--- src/rtl/tcd_pkg.sv ---
// ----------------------------------------------------------------------------
// tcd_pkg
// Shared types, constants and the hash helper of the tile change detector.
// ----------------------------------------------------------------------------
package tcd_pkg;

    localparam int MAX_TILES  = 2048;
    localparam int TILE_IDX_W = $clog2(MAX_TILES);
    localparam int TCNT_W     = 12;
    localparam int HASH_W     = 32;
    localparam int ENTRY_W    = HASH_W + 1;
    localparam int S_TDATA_W  = 48;
    localparam int M_TDATA_W  = 48;

    localparam logic [HASH_W-1:0] FNV_BASIS = 32'h811c_9dc5;
    localparam logic [HASH_W-1:0] FNV_PRIME = 32'h0100_0193;

    typedef enum logic {
        KIND_HASH    = 1'b0,
        KIND_CONSUME = 1'b1
    } t_kind;

    typedef struct packed {
        t_kind                 kind;
        logic [TILE_IDX_W-1:0] idx;
        logic [HASH_W-1:0]     hash;
    } t_s1_req;

    typedef struct packed {
        t_kind                 kind;
        logic [TILE_IDX_W-1:0] idx;
        logic [HASH_W-1:0]     hash;
        logic                  changed;
        logic                  dirty_was_set;
    } t_result;

    typedef struct packed {
        logic                  en;
        logic [TILE_IDX_W-1:0] addr;
        logic [ENTRY_W-1:0]    data;
    } t_wr_req;

    // multiply by the fnv prime (2^24 + 2^8 + 2^7 + 2^4 + 2^1 + 1)
    function automatic logic [HASH_W-1:0] fnv_mul(input logic [HASH_W-1:0] x);
        return (x << 24) + (x << 8) + (x << 7) + (x << 4) + (x << 1) + x;
    endfunction

endpackage

--- src/rtl/tcd_rmw.sv ---
// ----------------------------------------------------------------------------
// tcd_rmw
// Read-modify-write stage on the tile store, with write forwarding and the
// clearing sweep after reset.
// ----------------------------------------------------------------------------
module tcd_rmw
    import tcd_pkg::*;
(
    input  logic                  i_clk,
    input  logic                  i_rst_n,
    input  logic                  i_load,
    input  t_s1_req               i_req,
    input  logic                  i_advance,
    input  logic [TCNT_W-1:0]     i_active_tiles,
    output logic                  o_s1_valid,
    output t_result               o_result,
    output logic                  o_clr_busy,
    output logic                  o_rd_en,
    output logic [TILE_IDX_W-1:0] o_rd_addr,
    input  logic [ENTRY_W-1:0]    i_rd_data,
    output t_wr_req               o_wr
);

    logic                  r_s1_valid;
    t_s1_req               r_s1;
    logic                  r_byp_valid;
    logic [ENTRY_W-1:0]    r_byp_data;
    logic                  r_clr_busy;
    logic [TILE_IDX_W-1:0] r_clr_addr;

    logic [ENTRY_W-1:0]    entry;
    logic [HASH_W-1:0]     stored_hash;
    logic                  stored_dirty;
    logic                  in_use;
    logic                  changed;
    logic                  is_consume;

    assign entry        = r_byp_valid ? r_byp_data : i_rd_data;
    assign stored_hash  = entry[HASH_W-1:0];
    assign stored_dirty = entry[HASH_W];
    assign is_consume   = (r_s1.kind == KIND_CONSUME);
    assign in_use       = ({1'b0, r_s1.idx} < i_active_tiles);
    assign changed      = !is_consume && in_use && (stored_hash != r_s1.hash);

    always_comb begin
        o_result.kind          = r_s1.kind;
        o_result.idx           = r_s1.idx;
        o_result.hash          = is_consume ? HASH_W'(1) : r_s1.hash;
        o_result.changed       = changed;
        o_result.dirty_was_set = is_consume && stored_dirty;
    end

    always_comb begin
        if (r_clr_busy) begin
            o_wr.en   = 1'b1;
            o_wr.addr = r_clr_addr;
            o_wr.data = '0;
        end else begin
            o_wr.en   = r_s1_valid && i_advance && (is_consume || changed);
            o_wr.addr = r_s1.idx;
            o_wr.data = is_consume ? {1'b0, stored_hash} : {1'b1, r_s1.hash};
        end
    end

    assign o_rd_en    = i_load;
    assign o_rd_addr  = i_req.idx;
    assign o_s1_valid = r_s1_valid;
    assign o_clr_busy = r_clr_busy;

    always_ff @(posedge i_clk) begin
        if (!i_rst_n) begin
            r_s1_valid  <= 1'b0;
            r_byp_valid <= 1'b0;
            r_clr_busy  <= 1'b1;
            r_clr_addr  <= '0;
        end else begin
            if (i_advance) begin
                r_s1_valid <= i_load;
            end
            if (i_load) begin
                r_byp_valid <= o_wr.en && !r_clr_busy && (o_wr.addr == i_req.idx);
            end
            if (r_clr_busy) begin
                r_clr_addr <= r_clr_addr + 1'b1;
                if (r_clr_addr == TILE_IDX_W'(MAX_TILES - 1)) begin
                    r_clr_busy <= 1'b0;
                end
            end
        end
    end

    always_ff @(posedge i_clk) begin
        if (i_load) begin
            r_s1       <= i_req;
            r_byp_data <= o_wr.data;
        end
    end

endmodule

--- config.mk ---
export PLATFORM = sky130hd
export DESIGN_NAME = tcd_rmw
export DESIGN_NICKNAME = d
export VERILOG_FILES = /design/src/rtl/tcd_pkg.sv /design/src/rtl/tcd_rmw.sv
export SDC_FILE = /design/constraint.sdc
export NUM_CORES = 1
export LEC_CHECK = 0
export ABC_AREA = 1
export BUFFER_PORTS_ARGS = -buffer_cell sky130_fd_sc_hd__buf_2
export CAP_MARGIN = 20
export CORE_ASPECT_RATIO = 0.9
export CORE_MARGIN = 3
export CORE_UTILIZATION = 50
export CTS_CLUSTER_DIAMETER = 100
export DETAILED_ROUTE_END_ITERATION = 12
export PLACE_DENSITY = 0.81
export SLEW_MARGIN = 20
export SYNTH_ARGS = -nofsm -noshare
export SYNTH_HDL_FRONTEND = slang
export SYNTH_SLANG_ARGS = --single-unit
--- constraint.sdc ---
create_clock -name i_clk -period 2.5 [get_ports i_clk]
set_clock_uncertainty 0.2 [all_clocks]
set_input_delay 0 -clock i_clk [delete_from_list [all_inputs] [get_ports i_clk]]
set_output_delay 0 -clock i_clk [all_outputs]
set_load 0.03 [all_outputs]
## Word level (Yosys, flattened, before mapping)

Cells that the tools add are included.

| word-level totals | value |
|---|---|
| register bits | 91 |
| output and inout port bits | 105 |
| word-level logic and storage cells | 29 |

| operators by class | value |
|---|---|
| add/subtract/negate cells | 1 |
| magnitude comparators | 1 |
| equality and inequality tests | 3 |
| multiplexer cells | 6 |
| reduce and logical (&&, ||, !) cells | 10 |

Operator list:

| kind | number |
|---|---|
| 33-bit two-way mux | 2 |
| 45-bit two-way mux | 1 |
| 32-bit two-way mux | 1 |
| 32-bit != test | 1 |
| 11-bit by 12-bit < comparator with 1-bit output | 1 |
| 11-bit by 1-bit adder with 11-bit output (second input constant) | 1 |
| 11-bit equality test | 1 |
| 11-bit equality test (second input constant) | 1 |
| 1-bit logical AND | 7 |
| 1-bit logical NOT | 2 |
| 1-bit two-way mux | 2 |
| 1-bit logical OR | 1 |

## Logic depth before layout (Yosys ltp)

| logic depth | value |
|---|---|
| word-level depth | 8 |
| mapped depth | 17 |

## Worst setup path before layout

Ideal clock, no wire load.

| timing path | value |
|---|---|
| path type | register to register |
| start | register r_clr_busy (netlist: o_clr_busy) |
| end | register r_byp_valid |
| library setup time | 0.072 ns |
| data arrival time | 2.333 ns |
| required time | 2.228 ns |
| slack | -0.105 ns |
| stages on the path, launching flop included | 10 |
| clock period less this slack | 2.605 ns |
| path through | dfxtp_1 buf_4 inv_2 buf_2 o21ai_0 xnor2_1 o2111ai_1 nor2_1 nand3_2 a21oi_1 |

RTL lines:

| item | RTL line | source |
|---|---|---|
| start: declaration | tcd_rmw.sv:28 | `logic r_clr_busy;` |
| start signal: assignment | tcd_rmw.sv:74 | `r_clr_busy <= 1'b1;` |
| start signal: assignment | tcd_rmw.sv:86 | `r_clr_busy <= 1'b0;` |
| end signal: assignment | tcd_rmw.sv:81 | `r_byp_valid <= o_wr.en && !r_clr_busy && (o_wr.addr == i_req.idx);` |
| end: declaration | tcd_rmw.sv:26 | `logic r_byp_valid;` |

==> run metrics <==
status=finished clean; clk slew on worst S/H paths=0.07 ns; Sequential Power Share=0.456; kind of critical path=flop to output port; fillers=771; CP Depth=16; Die Wd=115 µm; placed instance area=6320 µm²; Critical Path End Type=output port; I/O Buffers=197; number of antenna violations at the first check in global routing=1; vias per inst=5.04; Comb pwr share=0.193; worst rel slew slack=0.623; post-synth cell types=30; RSZ-0062 raised after global routing=true; sequential area share after synthesis=0.482; Mapped Avg Cell Area=7.63 µm²; Starting Density=0.518; hpwl dp=10200 µm; peak supply drop=0.000409 V; Synth Instances=705; crit-path cells=clkbuf_16 > buf_4 > nand2_1 > nand3_1 > nand2_1 > inv_1 > nand2_1 > nor2_1 > nand2_1 > nor2_1 > nand2_1 > nand2_2 > nand2_2 > nand2_1 > nand2_1 > buf_6; Leak=3.86 nW; CP Data Arrival Time=2.24 ns; clock sinks=91; CTS tree=done; Synth Warn #=0; Worst path most repeated cell=nand2_1; Worst Path Buf+Inv=4; Mapped Area=5380 µm²; Max Cap Violations=0; final setup fails=0; largest net degree at the start of global routing=65; Rows=35; io pins=198; Die Ht=104 µm; net load switching power=0.00110 W; Pint=0.00282 W; CP max FO=11; DR iter-0 viols=497; area grow syn2layout=39.8%; crit path time final=2.44 ns; antenna-violating nets left=0; GR Overflow Total=0; H-tree Lvls=3; final hold vios=0; GRT Resource Usage Total=0.247; Worst Tran Pin Value=0.566 ns; hold path depth=5; CTS root buffer=clkbuf_16; Via Count=5478; Seq. cell area=2600 µm²; total power=0.00392 W; Hold Path Class=primary input to flop; Tcrit/Tclk final=0.975; crit path launch type=flop; max-slew violations=0; vias in the first global route=5091; die footprint=12000 µm²; sw frac=0.281; GP Congestion=0.868; Fmax=410 MHz; CP peak stage delay=0.44 ns; Initial DRT Pass Iterations=6; PD cells=521 nW/µm²; global-route wire length before repair=23700 µm; Longest Clk Path Bufs=2; Syn Nets=809; R2R cell count=15; Worst-Skew Late Latency=0.33 ns; CTS buffer count=9; WL per Instance=14.6 µm; total routed wirelength=15800 µm; Multi-input gate area=2090 µm²; clock group share of total power=0.351; DRC=0; slowest CP cell=dfxtp_4; Req. time, crit path=2.30 ns; core box area=10400 µm²; Design Area, Final=7520 µm²; Nets=1056; Yosys reg bits=91; fraction of layout cells with a size suffix above 1=0.261; Worst path top cell family by delay=simple AND/OR/NAND/NOR gates
power groups by stage:
stage                     Combinational, W  Sequential (W)  Clock [W]
after global routing              0.000834         0.00180    0.00146
after floorplan                   0.000451         0.00181          0
after global placement            0.000643         0.00182          0
after detailed placement          0.000651         0.00182          0
final                             0.000756         0.00179    0.00138
after CTS                         0.000740         0.00179    0.00139
synthesized netlist by cell type:
cell type / number / area, µm²
nor3_1: 11 / 55.1
nand3_1: 44 / 220
xor2_1: 3 / 26.3
or2_2: 6 / 37.5
nand2_1: 222 / 833
buf_6: 4 / 45.0
buf_4: 27 / 203
a21oi_1: 29 / 145
xnor2_1: 2 / 17.5
buf_2: 6 / 30.0
o21ai_0: 10 / 50.1
a31oi_1: 16 / 100
o21bai_1: 1 / 7.51
buf_1: 5 / 18.8
clkbuf_1: 6 / 22.5
nand3_2: 1 / 10.0
inv_1: 102 / 383
nor2_1: 92 / 345
o21ai_1: 3 / 15.0
dfxtp_1: 14 / 280
o2111ai_1: 1 / 8.76
ha_1: 11 / 138
a211oi_1: 1 / 7.51
nand4_1: 2 / 12.5
o211ai_1: 3 / 22.5
edfxtp_1: 77 / 2310
inv_2: 2 / 7.51
nor4_1: 2 / 12.5
clkinv_1: 1 / 3.75
nand2_2: 1 / 6.26
layer usage:
layer,global-route usage,up-vias,share of wire
li1,-,2740,-
met1,0.302,2454,0.40
met2,0.424,248,0.49
met3,0.0611,36,0.081
met4,0.0838,0,0.029
met5,0,-,0
cells in the final DEF, fill, tap and decap left out, types with 5 or more instances in the layout:
master	count
a31oi_1	16
nor2_1	89
dlygate4sd3_1	70
ha_1	11
nand3_1	44
buf_4	8
nand2_1	218
buf_12	5
nand2_2	5
or2_2	5
clkbuf_16	13
a21oi_1	29
o21ai_0	9
nor3_1	11
edfxtp_1	77
dfxtp_1	12
buf_2	195
inv_1	102
path summary, 6_finish.rpt:
| check | from | endpoint | slack (ns) |
|---|---|---|---|
| max reg2reg | r_byp_valid$_SDFFE_PN0P_ | r_byp_valid$_SDFFE_PN0P_ | 0.43 |
| max | r_byp_valid$_SDFFE_PN0P_ | o_wr[44] | 0.06 |
| min reg2reg | r_clr_addr[0]$_SDFFE_PN0P_ | r_clr_addr[0]$_SDFFE_PN0P_ | 0.30 |
| min | i_rd_data[24] | r_byp_data[24]$_DFFE_PP_ | 0.001 |
kinds of logic (layout without fill, tap and decap cells):
family                   count (synthesis)  in the layout  synth area share
AO/OA/AOI/OAI                           64             64            0.0663
AND/OR/NAND/NOR                        381            381             0.285
XOR/XNOR                                 5              5           0.00815
buffers and inverters                  153            405             0.133
other                                    0              1                 0
flip-flops                              91             91             0.482
adder cells (fa/ha/maj)                 11             11            0.0256
flip-flops by register name, indices dropped and copies added (netlist names):
name         cells
o_s1_valid       1
o_result        11
r_s1            32
o_clr_busy       1
r_byp_data      33
r_byp_valid      1
is_consume       1
r_clr_addr      11
worst register-to-register path, stage by stage, from the launching register on:
cell and delay [ns]:
dfxtp_4 0.44, clkbuf_16 0.20, buf_4 0.11, nand2_1 0.06, nand3_1 0.08, nand2_1 0.06, inv_1 0.05, nand2_1 0.06
nor2_1 0.11, nand2_1 0.07, nor2_1 0.12, nand2_1 0.10, nand2_2 0.09, nand2_2 0.05, nand3_2 0.07, a21oi_1 0.06
area by class of cell:
| cell class | count | area share |
|---|---|---|
| clock inverter | 7 | 0.00999 |
| timing repair buffer | 284 | 0.261 |
| tap | 129 | 0.0215 |
| clock buffer | 9 | 0.0300 |
| inverter | 105 | 0.0531 |
| antenna | 1 | 0.000333 |
| multi-input combinational | 461 | 0.279 |
| sequential | 91 | 0.345 |
stage by stage:
step / std cells / util / hold WS, ns / setup TNS, ns / setup slack (ns)
global route: 1087 / 0.724 / 0.0451 / -0.127 / -0.125
floorplan: 705 / - / -0.131 / 0 / 0.0206
detailed placement: 991 / 0.609 / -0.0219 / 0 / 0.362
finish: 1087 / 0.724 / 0.00101 / 0 / 0.0623
CTS: 1077 / 0.705 / 0.00185 / 0 / 0.000212
global placement: 991 / 0.609 / -0.0234 / 0 / 0.385
repair_timing:
item | CTS | global route
hold buffers | 70 | 0
endpoints found under the hold margin | 118 | 0
gates resized for setup | 0 | 18
setup buffers | 0 | 5
setup endpoints to repair | 0 | 2
Note: power is estimated with default switching activity, not from simulation.
