[src/rtl/tcd_pkg.sv]
// ----------------------------------------------------------------------------
// tcd_pkg
// Shared types, constants and the hash helper of the tile change detector.
// ----------------------------------------------------------------------------
package tcd_pkg;

    localparam int MAX_TILES  = 2048;
    localparam int TILE_IDX_W = $clog2(MAX_TILES);
    localparam int TCNT_W     = 12;
    localparam int HASH_W     = 32;
    localparam int ENTRY_W    = HASH_W + 1;
    localparam int S_TDATA_W  = 48;
    localparam int M_TDATA_W  = 48;

    localparam logic [HASH_W-1:0] FNV_BASIS = 32'h811c_9dc5;
    localparam logic [HASH_W-1:0] FNV_PRIME = 32'h0100_0193;

    typedef enum logic {
        KIND_HASH    = 1'b0,
        KIND_CONSUME = 1'b1
    } t_kind;

    typedef struct packed {
        t_kind                 kind;
        logic [TILE_IDX_W-1:0] idx;
        logic [HASH_W-1:0]     hash;
    } t_s1_req;

    typedef struct packed {
        t_kind                 kind;
        logic [TILE_IDX_W-1:0] idx;
        logic [HASH_W-1:0]     hash;
        logic                  changed;
        logic                  dirty_was_set;
    } t_result;

    typedef struct packed {
        logic                  en;
        logic [TILE_IDX_W-1:0] addr;
        logic [ENTRY_W-1:0]    data;
    } t_wr_req;

    // multiply by the fnv prime (2^24 + 2^8 + 2^7 + 2^4 + 2^1 + 1)
    function automatic logic [HASH_W-1:0] fnv_mul(input logic [HASH_W-1:0] x);
        return (x << 24) + (x << 8) + (x << 7) + (x << 4) + (x << 1) + x;
    endfunction

endpackage

[src/rtl/tcd_hash.sv]
// ----------------------------------------------------------------------------
// tcd_hash
// Running fnv-1a hash over the pixels of the current tile.
// ----------------------------------------------------------------------------
module tcd_hash
    import tcd_pkg::*;
(
    input  logic              i_clk,
    input  logic              i_rst_n,
    input  logic              i_pixel_en,
    input  logic              i_last,
    input  logic [HASH_W-1:0] i_pixel,
    output logic [HASH_W-1:0] o_closed_hash
);

    logic [HASH_W-1:0] r_hash;
    logic [HASH_W-1:0] n_hash;
    logic [HASH_W-1:0] mixed;

    assign mixed         = fnv_mul(r_hash ^ i_pixel);
    assign o_closed_hash = (mixed == '0) ? HASH_W'(1) : mixed;

    always_comb begin
        n_hash = r_hash;
        if (i_pixel_en) begin
            n_hash = i_last ? FNV_BASIS : mixed;
        end
    end

    always_ff @(posedge i_clk) begin
        if (!i_rst_n) begin
            r_hash <= FNV_BASIS;
        end else begin
            r_hash <= n_hash;
        end
    end

endmodule

[config.mk]
export PLATFORM = sky130hd
export DESIGN_NAME = tcd_hash
export DESIGN_NICKNAME = d
export VERILOG_FILES = /design/src/rtl/tcd_pkg.sv /design/src/rtl/tcd_hash.sv
export SDC_FILE = /design/constraint.sdc
export NUM_CORES = 1
export LEC_CHECK = 0
export BUFFER_PORTS_ARGS = -buffer_cell sky130_fd_sc_hd__buf_2
export CAP_MARGIN = 20
export CORE_UTILIZATION = 35
export CTS_CLUSTER_SIZE = 8
export DETAILED_ROUTE_END_ITERATION = 8
export MAX_ROUTING_LAYER = met4
export SLEW_MARGIN = 10
export SYNTH_ARGS = -nofsm -noshare
export SYNTH_HDL_FRONTEND = slang
export SYNTH_SLANG_ARGS = --single-unit
[constraint.sdc]
create_clock -name i_clk -period 12.79 [get_ports i_clk]
set_clock_uncertainty 0.2 [all_clocks]
set_input_delay 2.558 -clock i_clk [delete_from_list [all_inputs] [get_ports i_clk]]
set_output_delay 2.558 -clock i_clk [all_outputs]
set_load 0.02 [all_outputs]
Word-level counts from Yosys, hierarchy flattened
Index checks and enable logic that the tools add are counted.

Register bits: 32. Word-level logic and storage cells: 10. Output and inout bits: 32.

Reductions and logical operators: 1. Mux-type cells: 2. Bitwise gates (word level): 1. Add/subtract/negate cells: 5.

Operators with widths (number): $add 32x32->32 (5); $mux 32 (2); $logic_not 32->1 (1); $xor 32x32->32 (1).

Longest topological paths before layout
Gate-level depths: netlist (run 1).

Word-level depth: 8. Depth in mapped cells: 19. Depth with buffers taken out: 18.

Worst setup path after synthesis (run 1)
OpenSTA, ideal clock, no wires.

Path kind: input port to output port. Start: input port i_pixel[8]. End: output port o_closed_hash[1]. Path slack: 2.822 ns. Cell stages on the path: 17. Required time: 10.032 ns. Arrival: 7.210 ns. Cells stage by stage: xnor2_1 xnor2_1 xnor2_1 fa_1 fa_1 inv_1 ha_1 clkbuf_1 and4_1 nand2_1 a2111oi_0 o21ai_1 nor3_1 o221ai_1 xnor2_1 nor4_1 a21boi_1.

Word-level cells in the longest chain between the ends: 8.

RTL lines: start: declaration (RTL line tcd_hash.sv:12) `input logic [HASH_W-1:0] i_pixel,`; $xor 32x32->32 * (RTL line tcd_hash.sv:20) `assign mixed = fnv_mul(r_hash ^ i_pixel);`; $add 32x32->32 (4 in series) (RTL line tcd_pkg.sv:45) `return (x << 24) + (x << 8) + (x << 7) + (x << 4) + (x << 1) + x;`; $add 32x32->32 * (RTL line tcd_pkg.sv:45); $logic_not 32->1 * (RTL line tcd_hash.sv:21) `assign o_closed_hash = (mixed == '0) ? HASH_W'(1) : mixed;`; $mux 32 * (RTL line tcd_hash.sv:21); end: declaration (RTL line tcd_hash.sv:13) `output logic [HASH_W-1:0] o_closed_hash`.

Mark *: on every way between the ends. The rest lies on a longest branch, timed or not.

Worst setup path after layout (run 1)
Start: input port i_pixel[6]. End: output port o_closed_hash[0].

The elaborated chain is that of the path after synthesis.

==> results.py, run 1 <==
metrics = {
    "clocking": {
        "clockRootBuffer": "clkbuf_16",
        "cts_buffer_depth": 2,
        "tritoncts": "yes",
        "clk_latency_ns": 0.30,
        "post_cts_buffers": 0,
        "cts_resized": 0,
        "cts_made_buffers": 5,
        "clock-sinks": 32,
        "clkTransAtPathRegs_ns": 0.06,
        "h-tree-depth": 2,
        "cts-hold-fix-buffers": 0,
    },
    "synth": {
        "synth_edf_count": 0,
        "ys_seq_area_frac": 0.113,
        "netlist.area_leader.share": 0.198,
        "synth.cell_area_um2": 5670,
        "yosys_warnings": 0,
        "synth_area_leaders": "fa_1, ha_1, dfxtp_1, xnor2_1, inv_1",
        "synth_ff_type": "dfxtp_1",
        "async_reset_ff_frac": 0,
        "synth_cell_types": 58,
        "syn_area_per_cell_um2": 8.45,
        "synth-seq-cells": 32,
        "syn_inst": 671,
        "synth_top_area_cell": "fa_1",
        "syn_nets": 825,
    },
    "cells_and_area": {
        "drive_gt1_frac": 0.122,
        "syn2layout_area_growth_pct": 12.2,
        "seq_area_um2": 641,
        "final_common_cell": "inv_1",
        "multi_input_area_um2": 4500,
        "largest_reg_flops": 32,
        "regMostFlops": "r_hash",
        "reg.largest.list": "r_hash (32)",
        "finalNetCount": 882,
        "fillerInstances": 1646,
        "layout_common_cells": "inv_1, xnor2_1, buf_2",
        "diodes": 0,
    },
    "setup_path": {
        "crit_cells": 18,
        "critical_path_required_ns": 10.03,
        "worstPathCellList": "buf_2 > xnor2_1 > inv_1 > o21ai_0 > fa_1 > fa_1 > inv_1 > ha_1 > a21o_1 > a31o_2 > a21o_1 > a221oi_1 > xnor2_1 > nor4_1 > nand4b_1 > nor4_2 > a21o_1 > buf_2",
        "cp_slowest_cell": "xnor2_1",
        "crit_type": "in -> out",
        "cp_slowest_stage_delay_ns": 0.86,
        "worstPathArrival_ns": 8.42,
        "cp-end-kind": "primary output",
        "cp-startpoint": "i_pixel[6]",
        "regToRegStartpoint": "r_hash[6]$_SDFFE_PN1P_",
        "reg2reg_depth": 15,
        "worst-path-buf-inv": 4,
        "critPathMaxFanout": 9,
        "path_delay_family": "compound AO/OA/AOI/OAI gates",
        "startpoint_type": "primary input",
        "r2r_slack_ns": 6.87,
        "r2r_end": "r_hash[24]$_SDFFE_PN1P_",
        "crit_path_end": "o_closed_hash[0]",
        "path_common_cell": "a21o_1",
    },
    "timing": {
        "tns_ns": 0,
        "grt_setup_unrepaired": "false",
        "fin_crit_ns": 11.18,
        "slew_headroom": 0.242,
        "finalCritPeriodShare": 0.874,
        "timing.fmax_ghz": 0.0895,
        "worst_pin_slew_ns": 1.13,
        "drv_slew": 0,
        "hold_violations": 0,
        "setup_viol_count_final": 0,
    },
    "routing": {
        "wl_per_cell_um": 16.7,
        "route.detailed.drc": 0,
        "ant_nets": 0,
        "drt_iter0_drc": 167,
        "drt_pass1_iterations": 4,
        "num_vias": 4667,
        "via_per_inst": 4.94,
        "drt_wl_total_um": 15800,
    },
    "placed_design": {
        "hpwl_um": 12900,
        "io_buffers": 67,
        "finalWeightedCongestion": 0.933,
    },
    "global_routing": {
        "grt_max_degree": 39,
        "grt_first_pass_wirelength_um": 25100,
        "track_usage": 0.207,
        "grt_pass1_vias": 4552,
        "gr-total-overflow": 0,
        "grt_antenna_before_repair": 0,
    },
    "floorplanning": {
        "die_h_um": 129,
        "rows": 46,
        "pin_count": 68,
        "start_util": 0.358,
        "core_area_um2": 15800,
        "die_area_um2": 16700,
        "die_x_um": 129,
    },
    "run": {
        "cap_violations": 0,
    },
    "worst_hold_path": {
        "hold_path_class": "reg -> reg",
    },
    "outcome": {
        "outcome": "finished clean",
    },
}
==> worst reg2reg max path: cells and delay by family (launching register included) <==
kind                       cells  cell delay (ns)
AOI/OAI and AO/OA              5             1.81
xor gates and xnor gates       2             1.32
adders and majority gates      3             1.44
buffers and inverters          2             0.37
DFF                            1             0.31
and+or+nand+nor                3             0.41
==> layout make-up <==
class	count	share of cell area
inverter	121	0.0714
timing repair buffer	69	0.0551
multi-input combinational	499	0.707
sequential	32	0.101
tap	216	0.0425
clock buffer	5	0.0197
clock inverter	3	0.00374
==> metrics by stage <==
| step | hold slack [ns] | cell area, µm² | setup slack, ns | utilization | std cells |
|---|---|---|---|---|---|
| 2_1_floorplan | 0.272 | 5670 | 2.82 | - | 671 |
| 3_3_place_gp | 0.282 | 6210 | 1.71 | 0.392 | 936 |
| 3_5_place_dp | 0.291 | 6210 | 1.68 | 0.392 | 936 |
| 4_1_cts | 0.307 | 6350 | 1.69 | 0.402 | 944 |
| 5_1_grt | 0.323 | 6360 | 1.40 | 0.402 | 945 |
| 6_report | 0.302 | 6360 | 1.61 | 0.402 | 945 |
==> how the worst min path moves through the flow <==
stage | slack [ns] | start | cells past startpoint | end
6_report | 0.30 | r_hash[20]$_SDFFE_PN1P_ | 2 | r_hash[20]$_SDFFE_PN1P_
5_1_grt | 0.32 | r_hash[18]$_SDFFE_PN1P_ | 2 | r_hash[18]$_SDFFE_PN1P_
4_1_cts | 0.31 | r_hash[6]$_SDFFE_PN1P_ | 2 | r_hash[6]$_SDFFE_PN1P_
3_5_place_dp | 0.29 | r_hash[20]$_SDFFE_PN1P_ | 2 | r_hash[20]$_SDFFE_PN1P_
3_3_place_gp | 0.28 | r_hash[15]$_SDFFE_PN1P_ | 2 | r_hash[15]$_SDFFE_PN1P_
2_1_floorplan | 0.27 | r_hash[11]$_SDFFE_PN1P_ | 2 | r_hash[11]$_SDFFE_PN1P_
==> cells by family (layout without fill, tap and decap cells) <==
| logic type | Yosys count | count (layout) | share of synthesized area |
|---|---|---|---|
| and+or+nand+nor | 132 | 132 | 0.125 |
| AOI/OAI and AO/OA | 140 | 140 | 0.162 |
| xor gates and xnor gates | 103 | 103 | 0.160 |
| DFF | 32 | 32 | 0.113 |
| muxes | 1 | 1 | 0.00177 |
| adders and majority gates | 123 | 123 | 0.343 |
| buffers and inverters | 140 | 198 | 0.0940 |
==> layer usage <==
metal | vias up | part of all wire | global-route usage
met1 | 2214 | 0.47 | 0.282
met4 | 0 | 0.021 | 0.0616
li1 | 2307 | - | -
met5 | - | 0 | -
met3 | 19 | 0.054 | 0.0297
met2 | 127 | 0.45 | 0.318
==> cell usage after synthesis (all sizes together) (2+ instances only) <==
cell and n:
a2111oi 3, a211oi 4, a21o 20, a21oi 44
a221oi 2, a31o 2, a31oi 3, and2 7
and4 2, buf 3, clkbuf 16, dfxtp 32
fa 56, ha 62, inv 121, maj3 5
nand2 37, nand2b 7, nand3 4, nand4 4
nand4b 2, nor2 17, nor2b 32, nor3 4
nor4 4, o211ai 2, o21a 3, o21ai 25
o21bai 5, o22ai 19, o31ai 2, or2 3
or3 4, xnor2 74, xor2 29
Power of run 1 is left out: the tool's default activity adds up to more than one toggle a clock period on the data nets, which glitch-free logic cannot reach.
==> run 2, diff against run 1 <==
--- a/config.mk
+++ b/config.mk
@@ -12,4 +12,5 @@
 export DETAILED_ROUTE_END_ITERATION = 8
 export MAX_ROUTING_LAYER = met4
+export PLACE_DENSITY_LB_ADDON = 0.3
 export SLEW_MARGIN = 10
 export SYNTH_ARGS = -nofsm -noshare
==> constraint.sdc (replaced) <==
create_clock -name i_clk -period 12.79 [get_ports i_clk]
set_clock_uncertainty 0.2 [all_clocks]
set_input_delay 0.6395 -clock i_clk [delete_from_list [all_inputs] [get_ports i_clk]]
set_output_delay 0.6395 -clock i_clk [all_outputs]
set_load 0.02 [all_outputs]
==> results.py, run 2 (synthesis results as in run 1) <==
metrics = {
    "outcome": {
        "outcome": "finished clean",
    },
    "clocking": {
        "cts_made_buffers": 5,
        "post_cts_buffers": 0,
        "h-tree-depth": 2,
        "clk_latency_ns": 0.29,
        "cts_buffer_depth": 2,
        "clkTransAtPathRegs_ns": 0.06,
        "tritoncts": "yes",
        "cts-hold-fix-buffers": 0,
        "clock-sinks": 32,
        "cts_resized": 0,
        "clockRootBuffer": "clkbuf_16",
    },
    "worst_hold_path": {
        "hold_path_class": "reg -> reg",
        "hold_end": "r_hash[8]$_SDFFE_PN1P_",
        "holdPathStages": 2,
        "worstHoldStart": "r_hash[8]$_SDFFE_PN1P_",
    },
    "cells_and_area": {
        "layout_common_cells": "inv_1, xnor2_1, buf_2",
        "fillerInstances": 1643,
        "instances_no_fill": 947,
        "diodes": 0,
        "finalNetCount": 884,
        "drive_gt1_frac": 0.120,
        "seq_area_um2": 641,
        "regMostFlops": "r_hash",
        "multi_input_area_um2": 4500,
        "reg.largest.list": "r_hash (32)",
        "largest_reg_flops": 32,
        "final_common_cell": "inv_1",
        "syn2layout_area_growth_pct": 12.8,
    },
    "timing": {
        "timing.fmax_ghz": 0.138,
        "worst_pin_slew_ns": 1.09,
        "tns_ns": 0,
        "finalCritPeriodShare": 0.565,
        "slew_headroom": 0.270,
        "fin_crit_ns": 7.22,
        "drv_slew": 0,
        "setup_viol_count_final": 0,
        "hold_violations": 0,
        "grt_setup_unrepaired": "false",
    },
    "floorplanning": {
        "die_h_um": 129,
        "die_area_um2": 16700,
        "core_area_um2": 15800,
        "rows": 46,
        "die_x_um": 129,
        "pin_count": 68,
        "start_util": 0.358,
    },
    "setup_path": {
        "worstPathCellList": "buf_2 > xnor2_1 > inv_1 > o21ai_0 > fa_1 > fa_1 > inv_1 > ha_1 > a21o_1 > a31o_2 > a21o_1 > a221oi_1 > xnor2_1 > nor4_1 > nand4b_1 > nor4_2 > a21o_1 > buf_2",
        "cp-end-kind": "primary output",
        "cp_slowest_stage_delay_ns": 0.83,
        "critPathMaxFanout": 9,
        "r2r_end": "r_hash[31]$_SDFFE_PN1P_",
        "worstPathArrival_ns": 6.38,
        "path_common_cell": "a21o_1",
        "regToRegStartpoint": "r_hash[6]$_SDFFE_PN1P_",
        "startpoint_type": "primary input",
        "r2r_slack_ns": 7.03,
        "crit_type": "in -> out",
        "cp_slowest_cell": "xnor2_1",
        "reg2reg_depth": 16,
        "critical_path_required_ns": 11.95,
    },
    "global_routing": {
        "gr-total-overflow": 0,
        "grt_pass1_vias": 4573,
        "grt_first_pass_wirelength_um": 24800,
        "track_usage": 0.203,
        "grt_antenna_before_repair": 0,
        "grt_max_degree": 39,
    },
    "placed_design": {
        "io_buffers": 67,
        "place_inst": 937,
        "finalWeightedCongestion": 0.897,
        "hpwl_um": 12800,
    },
    "routing": {
        "ant_nets": 0,
        "route.detailed.drc": 0,
        "via_per_inst": 4.94,
        "drt_pass1_iterations": 4,
        "num_vias": 4681,
        "drt_iter0_drc": 230,
        "wl_per_cell_um": 16.3,
        "drt_wl_total_um": 15400,
    },
    "run": {
        "cap_violations": 0,
    },
}
run 2: worst max-delay path by stage:
stage | startpoint | to | cells after the start
final | i_pixel[6] | o_closed_hash[0] | 18
after global routing | i_pixel[6] | o_closed_hash[0] | 18
after CTS | i_pixel[6] | o_closed_hash[0] | 18
after detailed placement | i_pixel[6] | o_closed_hash[0] | 18
after global placement | i_pixel[6] | o_closed_hash[0] | 18
after floorplan | i_pixel[8] | o_closed_hash[1] | 17
run 2: final cells by class:
type | instances | area share
clock buffers | 6 | 0.0202
clock inverters | 2 | 0.00548
inverters | 121 | 0.0710
multi-input cells | 499 | 0.703
flip-flops and latches | 32 | 0.100
well taps | 216 | 0.0423
repair buffers | 71 | 0.0579
run 2: critical path, delay by kind of cell:
family	cells	cell delay, ns
AOI/OAI and AO/OA	6	1.53
xor gates and xnor gates	2	1.00
adders and majority gates	3	1.41
buffers and inverters	4	0.58
and+or+nand+nor	3	1.19
run 2: routing by layer:
metal	routed length (µm)	track usage	vias up
met4	451	0.0747	0
met3	679	0.0273	23
met5	0	-	-
li1	-	-	2312
met2	6790	0.303	122
met1	7520	0.278	2224
run 2: metrics by stage:
step	worst slack (ns)	instance area (µm²)	hold slack [ns]	utilization
finish	5.57	6390	0.308	0.404
global route	5.28	6390	0.324	0.404
CTS	5.41	6370	0.306	0.403
detailed placement	5.41	6210	0.292	0.392
global placement	5.56	6210	0.286	0.392
floorplan	6.66	5670	0.272	-
Power of run 2 is left out for the same reason.
==> run 3, diff against run 2 <==
- ABC_AREA: unset -> 1
- clock period: 12.79 -> 6.16 ns (I/O delays scaled with it)
==> results.py, run 3 <==
metrics = {
    "outcome": {
        "outcome": "finished clean",
    },
    "setup_path": {
        "regToRegStartpoint": "r_hash[11]$_SDFFE_PN1P_",
        "path_common_cell": "nand2_1",
        "worstPathCellList": "xnor2_2 > clkinv_1 > xor2_1 > fa_1 > fa_1 > inv_1 > ha_1 > a21oi_1 > nor2_1 > nor2_1 > nand2_1 > nand2_1 > nand2_1 > nand2_1 > nand2_1 > nor2_1 > nand2_1 > nor2_1 > nand4_2 > nand2_1 > inv_1 > buf_2",
        "critPathMaxFanout": 7,
        "cp_slowest_cell": "fa_1",
        "cp-end-kind": "primary output",
        "cp-startpoint": "r_hash[5]$_SDFFE_PN0P_",
        "worstPathArrival_ns": 5.15,
        "worst-path-buf-inv": 4,
        "crit_type": "reg -> out",
        "startpoint_type": "register",
        "cp_slowest_stage_delay_ns": 0.55,
        "critical_path_required_ns": 5.65,
        "path_delay_family": "simple AND/OR/NAND/NOR gates",
    },
    "floorplanning": {
        "die_x_um": 135,
        "rows": 48,
        "die_h_um": 135,
        "core_area_um2": 17300,
        "pin_count": 68,
        "start_util": 0.358,
        "die_area_um2": 18200,
    },
    "clocking": {
        "tritoncts": "yes",
        "clock-sinks": 32,
        "clkTransAtPathRegs_ns": 0.06,
        "clockRootBuffer": "clkbuf_16",
        "cts-hold-fix-buffers": 0,
        "cts_made_buffers": 5,
        "cts_buffer_depth": 2,
        "clk_latency_ns": 0.28,
        "post_cts_buffers": 0,
        "cts_resized": 0,
        "h-tree-depth": 2,
    },
    "synth": {
        "syn_area_per_cell_um2": 6.51,
        "syn_nets": 1107,
        "synth_top_area_cell": "fa_1",
        "yosys_warnings": 0,
        "synth_cell_types": 31,
        "synth_ff_type": "dfxtp_1",
        "synth_area_leaders": "fa_1, nand2_1, inv_1, ha_1, dfxtp_1",
        "synth-seq-cells": 32,
        "synth_most_common_cell": "nand2_1",
        "synth_commonest_cells": "nand2_1, inv_1, ha_1",
        "netlist.area_leader.share": 0.181,
        "syn_inst": 953,
        "ys_seq_area_frac": 0.103,
        "synth.cell_area_um2": 6200,
        "synth_edf_count": 0,
        "async_reset_ff_frac": 0,
    },
    "timing": {
        "timing.fmax_ghz": 0.177,
        "drv_slew": 0,
        "grt_setup_unrepaired": "false",
        "setup_viol_count_final": 0,
        "finalCritPeriodShare": 0.918,
        "fin_crit_ns": 5.65,
        "slew_headroom": 0.446,
        "tns_ns": 0,
        "worst_pin_slew_ns": 0.826,
        "hold_violations": 0,
    },
    "cells_and_area": {
        "post-route-util": 0.407,
        "finalNetCount": 1181,
        "fillerInstances": 1893,
        "diodes": 0,
        "reg.largest.list": "r_hash (32)",
        "regMostFlops": "r_hash",
        "layout_common_cells": "nand2_1, inv_1, buf_2",
        "final_common_cell": "nand2_1",
        "largest_reg_flops": 32,
        "drive_gt1_frac": 0.109,
        "syn2layout_area_growth_pct": 13.6,
    },
    "global_routing": {
        "grt_first_pass_wirelength_um": 30000,
        "grt_antenna_before_repair": 0,
        "track_usage": 0.223,
        "gr-total-overflow": 0,
        "grt_max_degree": 28,
        "grt_pass1_vias": 5635,
    },
    "routing": {
        "drt_wl_total_um": 19200,
        "wl_per_cell_um": 15.3,
        "route.detailed.drc": 0,
        "num_vias": 6048,
        "drt_iter0_drc": 366,
        "drt_pass1_iterations": 5,
        "ant_nets": 0,
        "via_per_inst": 4.83,
    },
    "placed_design": {
        "hpwl_um": 16700,
        "finalWeightedCongestion": 0.950,
        "io_buffers": 67,
    },
    "run": {
        "cap_violations": 0,
    },
    "worst_hold_path": {
        "worstHoldStart": "i_rst_n",
        "hold_path_class": "in -> reg",
    },
}
-- run 3: cell types whose count changed in the layout (fill, tap and decap cells not counted), sizes merged, moves of 9 or more --
cell	change
a21o	-17
a21oi	+17
inv	+102
nand2	+249
nand3	+33
nand4	+9
nor2	+44
nor2b	-32
o21ai	-9
o22ai	-13
xnor2	-45
-- run 3: worst paths after layout --
| kind | end | slack, ns | cells past startpoint |
|---|---|---|---|
| max | o_closed_hash[1] | 0.51 | 22 |
| min reg2reg | r_hash[4]$_SDFFE_PN0P_ | 0.28 | 2 |
| max reg2reg | r_hash[31]$_SDFFE_PN1P_ | 1.28 | 20 |
| min | r_hash[6]$_SDFFE_PN1P_ | 0.06 | 2 |
-- run 3: cell families (layout without fill, tap and decap cells) --
logic type                 count (synthesis)  after routing  share of synthesized area
xor gates and xnor gates                  63             63                     0.0902
adders and majority gates                118            118                      0.306
buffers and inverters                    235            310                      0.142
AOI/OAI and AO/OA                         97             97                     0.0856
and+or+nand+nor                          408            408                      0.273
DFF                                       32             32                      0.103
-- run 3: stage by stage --
stage	instances	instance area (µm²)	worst slack, ns	hold WS, ns
final	1253	7040	0.505	0.0645
after global routing	1253	7040	0.167	0.0611
after CTS	1253	7040	0.260	0.0587
after detailed placement	1245	6850	0.497	0.271
after global placement	1245	6850	0.462	0.266
after floorplan	953	6200	1.60	0.177
-- run 3: worst register-to-register path, cell delays in order, from the launching register on --
cell and delay, ns:
dfxtp_1 0.35, xor2_1 0.42, nand2_1 0.25, nand2_1 0.20, inv_1 0.08, ha_1 0.32
fa_1 0.48, inv_1 0.05, fa_1 0.48, inv_1 0.04, ha_1 0.36, a21oi_1 0.28
nand2_1 0.14, a21oi_1 0.26, nor2_1 0.08, nor2_1 0.09, nand2_1 0.11, nand3_1 0.19
nand2_1 0.10, o21ai_0 0.24, nand2_1 0.08
-- run 3: routing by layer --
metal,track usage,wire [µm],vias to the layer above
li1,-,-,3035
met1,0.288,8610,2825
met2,0.372,9280,163
met3,0.0289,882,25
met4,0.0449,408,0
met5,-,0,-
-- run 3: layout make-up --
type                            count  area, µm²  area share
Tap cell                          225        282      0.0400
Sequential cell                    32        641      0.0909
Clock buffer                        7        153      0.0217
Multi-Input combinational cell    686       4680       0.665
Clock inverter                      1       30.0     0.00426
Timing Repair Buffer               77        410      0.0583
Inverter                          225        845       0.120
Power of run 3 is left out for the same reason.
